### config.mk
export PLATFORM = sky130hd
export DESIGN_NAME = cpa_prio
export DESIGN_NICKNAME = d
export VERILOG_FILES = /design/src/rtl/cpa_pkg.sv /design/src/rtl/cpa_prio.sv
export SDC_FILE = /design/constraint.sdc
export NUM_CORES = 1
export LEC_CHECK = 0
export ABC_AREA = 0
export BUFFER_PORTS_ARGS = -buffer_cell sky130_fd_sc_hd__buf_2
export CAP_MARGIN = 0
export CORE_MARGIN = 8
export CORE_UTILIZATION = 35
export DETAILED_ROUTE_END_ITERATION = 6
export GPL_TIMING_DRIVEN = 0
export MAX_ROUTING_LAYER = met4
export PLACE_DENSITY = 0.81
export SYNTH_ARGS = -nofsm -noshare
export SYNTH_HDL_FRONTEND = slang
export SYNTH_SLANG_ARGS = --single-unit
### constraint.sdc
create_clock -name vclk -period 2.9
set_input_delay 0.145 -clock vclk [all_inputs]
set_output_delay 0.145 -clock vclk [all_outputs]
set_load 0.01 [all_outputs]
### src/rtl/cpa_pkg.sv
// Shared constants, types and helpers for the colored page allocator.
// Used by colored_page_allocator and cpa_prio under rtl; depends on nothing.
`timescale 1ns / 1ps

package cpa_pkg;

	localparam int NUM_PAGES  = 4096;
	localparam int NUM_COLORS = 16;

	localparam int PAGE_W  = 12;            // page_index / granted_page width
	localparam int CNT_W   = 13;            // pages_free width
	localparam int MASK_W  = 16;            // color_mask width
	localparam int MASK_IW = $clog2(MASK_W);

	// Free map is stored as words of WORD_W pages; page color repeats every word.
	localparam int WORD_W    = 64;
	localparam int BIT_W     = $clog2(WORD_W);
	localparam int NUM_WORDS = NUM_PAGES / WORD_W;
	localparam int WORD_AW   = $clog2(NUM_WORDS);

	// Priority encoder split into groups.
	localparam int GRP_W   = 8;
	localparam int NUM_GRP = WORD_W / GRP_W;
	localparam int GRP_IW  = $clog2(NUM_GRP);
	localparam int GBIT_W  = $clog2(GRP_W);

	localparam logic [1:0] ST_OK      = 2'd0;
	localparam logic [1:0] ST_NONE    = 2'd1;
	localparam logic [1:0] ST_IGNORED = 2'd2;

	localparam logic [CNT_W-1:0] PAGES_MAX = CNT_W'(NUM_PAGES);

	typedef enum logic [2:0] {
		S_IDLE,
		S_SCAN,
		S_GRANT,
		S_FRD,
		S_FWR,
		S_DONE
	} state_t;

	typedef struct packed {
		logic             found;
		logic [BIT_W-1:0] idx;
	} hit_t;

	// Expand a color mask into the allowed-bit pattern of one map word.
	function automatic logic [WORD_W-1:0] expand_mask(input logic [MASK_W-1:0] mask);
		logic [WORD_W-1:0]  allowed;
		logic [MASK_IW-1:0] ci;
		allowed = '0;
		for (int b = 0; b < WORD_W; b++) begin
			ci = MASK_IW'(b % NUM_COLORS);
			if ((b % NUM_COLORS) < MASK_W) begin
				allowed[b] = mask[ci];
			end
		end
		return allowed;
	endfunction

endpackage

### src/rtl/cpa_prio.sv
// Highest-set-bit encoder over one free-map word, two levels of groups.
// Depends on cpa_pkg.
`timescale 1ns / 1ps

module cpa_prio (
	input  logic [cpa_pkg::WORD_W-1:0] cand,
	output cpa_pkg::hit_t              hit
);
	import cpa_pkg::*;

	logic [NUM_GRP-1:0] grp_any;
	logic [GRP_IW-1:0]  gsel;
	logic [GRP_W-1:0]   gbits;
	logic [GBIT_W-1:0]  bsel;

	always_comb begin
		for (int g = 0; g < NUM_GRP; g++) begin
			grp_any[g] = |cand[g*GRP_W +: GRP_W];
		end
		gsel = '0;
		for (int g = 0; g < NUM_GRP; g++) begin
			if (grp_any[g]) begin
				gsel = GRP_IW'(g);
			end
		end
		gbits = cand[gsel*GRP_W +: GRP_W];
		bsel  = '0;
		for (int b = 0; b < GRP_W; b++) begin
			if (gbits[b]) begin
				bsel = GBIT_W'(b);
			end
		end
		hit.found = |grp_any;
		hit.idx   = {gsel, bsel};
	end

endmodule

# After elaboration in Yosys (flattened, before gate mapping)
# Index checks and enable logic that the tools add are counted.
# W data, S select, Z words.
dict set report totals {
  regBits 0
  inputBits 64
  output_inout_bits 7
  elab_cells 23
}
dict set report op_classes {
  shift 1
  mux 14
  reduce_logical 8
}
# cell n
set op_table {}
lappend op_table {{$reduce_or A64 Y1} 1}
lappend op_table {{$shiftx A64 B7 Y8} 1}
lappend op_table {{$reduce_or A8 Y1} 7}
lappend op_table {{$mux W3} 12}
lappend op_table {{$mux W1} 2}

# Depth between registers and ports, before layout
dict set report depth {
  ltp_word 16
  mapped_depth 10
  mapped_depth_nobuf 9
}

# Worst setup path before layout
# Ideal clock, no wire load.
dict set report synth_timing {
  path_kind {in2out}
  from {input cand[25] (netlist bit)}
  to {output hit[2] (netlist bit)}
  arrival_ns 2.928
  required_ns 2.755
  slack_ns -0.173
  cell_stages 9
  path_buffers 1
  path_cell_list {or4_1 > nand4bb_1 > o221ai_4 > and2_4 > buf_6 > mux4_2 > a221oi_2 > or3b_1 > or2_1}
}
# item line
set synth_lines {}
lappend synth_lines {{start: declaration} cpa_prio.sv:6} ;# input logic [cpa_pkg::WORD_W-1:0] cand,
lappend synth_lines {{end: declaration} cpa_prio.sv:7} ;# output cpa_pkg::hit_t hit

==> results.yml <==
outcome:
  status: "complete, but fails checks"
  failed_checks: "negative setup slack"
floorplanning:
  dieArea_mm2: 0.00382
  initial_core_util: 0.371
  io_pins: 71
  coreArea_mm2: 0.00198
  die_x_um: 61.8
  die_h_um: 61.8
  rows: 16
sta:
  tightest_slew_ps: 557
  slew_violations: 0
  finalSetupTns_ps: -376
  period_share: 1.08
  rsz0062_at_grt: "true"
  whs_ps: 685
  slew_headroom: 0.625
  timing.fmax_mhz: 321
  setup_ws_ps: -218
  hold_viol_final: 0
  min_period_ps: 3120
  finalSetupViolCount: 2
finish:
  seqCellArea_um2: 0
  syn2layout_area_growth_pct: 72.3
  seq_cell_count: 0
  drive_above_1_share: 0.633
  antennaDiodeCount: 0
  finalInstanceArea_mm2: 0.00127
  fillerInstances: 182
  multi_input_area_um2: 800
  n_clock_buffer: 0
  fin_nets: 235
logic_synthesis:
  synth_fp_nets: 159
  seq_area_frac_synth: 0
  yosys-top-cells-count: "nor4_1, or4_1, mux2_2"
  yosys_warnings: 0
  syn_area_um2: 736
  syn_inst: 95
  syn_area_per_cell_um2: 7.74
  synth_top_cell_by_area: "mux2_2"
  synth.distinct_cells: 42
  synth_top_area_frac: 0.107
  yosysMostFrequentCell: "nor4_1"
  yosys-top-cells-area: "mux2_2, nor4_1, or4_1"
run:
  cap_violations: 0
global_route:
  grt-ovfl-total: 0
  grt_start_max_net_pins: 11
  grt_antenna_before_repair: 0
  grt_usage: 0.193
  grt_pass1_vias: 1205
  grt_pass1_wl_um: 5580
power_and_ir_drop:
  vdd_drop_max_v: 0.0000465
  p_per_area_mw_per_mm2: 84.9
  leakage_uw: 0.000539
critical_path:
  crit_arrival_ps: 2970
  crit_required_ps: 2760
  cp-start-kind: "input pin"
  crit_path_cell_trace: "buf_6, or4_4, nand4bb_4, o221ai_4, and2_4, mux4_2, a221oi_4, or3b_1, or2_1, buf_2"
  slowest_stage: "or4_4"
  slowest_delay_ps: 530
  crit_type: "in -> out"
  end_kind: "output port"
  worst-path-max-fanout: 4
drt:
  vias: 1168
  routedWlPerCell_um: 18.1
  postRouteAntennaNets: 0
  drtIter0Drc: 55
  drtPass1Iterations: 4
  drt-total-wl_um: 3540
  drc_errors: 0
  via_per_inst: 5.96
place:
  port_buffers: 71
  dp_worst_setup_slack_ps: -478
  place_area_mm2: 0.00116
  gp_congestion: 0.965
  place_hpwl_um: 3100
worst_hold_path:
  hp-class: "in -> out"
clocking:
  cts_hold_buffers: 0
[path summary, 6_finish.rpt]
| kind | cells past startpoint | startpoint | slack, ps | to |
|---|---|---|---|---|
| setup / recovery | 10 | cand[24] | -220 | hit[2] |
| hold / removal | 5 | cand[0] | 680 | hit[6] |
[report_power, final]
part	switching (uW)	leakage (uW)	internal, uW
combinational	48.6	0.000539	59.0
clock	0	0	0
sequential	0	0	0
[layer usage]
metal  routed length, um  up-vias  GRT usage  share of wire
li1                    -      559          -              -
met1                1460      546      0.253           0.41
met2                1730       61      0.328           0.49
met3                 340        2     0.0144          0.096
met4                  13        0    0.00974         0.0037
met5                   0        -          -              0
[repair_timing]
action                                  in CTS  in global routing
pin swaps                                    3                  3
cloned                                       0                  0
resized for setup                           10                  6
setup buffers                                2                  3
endpoints found under the setup margin       3                  3
endpoints found under the hold margin        0                  0
[worst max-delay path, delay by kind of cell]
family / cells / cell delay, ps
buf+inv: 2 / 230
simple gates: 5 / 1570
mux: 1 / 530
compound gates: 2 / 490
[area by class of cell]
cell class	count	area share
Multi-Input combinational cell	88	0.631
Buffer	1	0.00395
Tap cell	27	0.0267
Timing Repair Buffer	76	0.325
Inverter	4	0.0138
[cell families (layout without fill, tap and decap cells)]
group | Yosys count | count (layout) | share of synthesized area
simple gates | 43 | 43 | 0.367
compound gates | 32 | 32 | 0.379
buf+inv | 7 | 81 | 0.0476
mux | 13 | 13 | 0.206
[through the flow]
| step | utilization | power (uW) | std cells |
|---|---|---|---|
| 2_1_floorplan | - | 35.6 | 95 |
| 3_3_place_gp | 0.588 | 96.0 | 193 |
| 3_5_place_dp | 0.588 | 97.9 | 193 |
| 4_1_cts | 0.611 | 103 | 193 |
| 5_1_grt | 0.640 | 117 | 196 |
| 6_report | 0.640 | 108 | 196 |
[placed cells by master, fill, tap and decap left out, types with 3 or more instances in the layout]
| cell type | count |
|---|---|
| a21oi_1 | 5 |
| a221o_1 | 3 |
| buf_2 | 69 |
| buf_4 | 5 |
| buf_6 | 3 |
| inv_1 | 3 |
| mux2_2 | 7 |
| mux2i_1 | 5 |
| nand2_1 | 5 |
| nor3_1 | 4 |
| nor4_1 | 6 |
| nor4_2 | 3 |
| o21ai_0 | 3 |
| or4_1 | 6 |
| or4_4 | 3 |
Power figures use the tool's default switching activity.
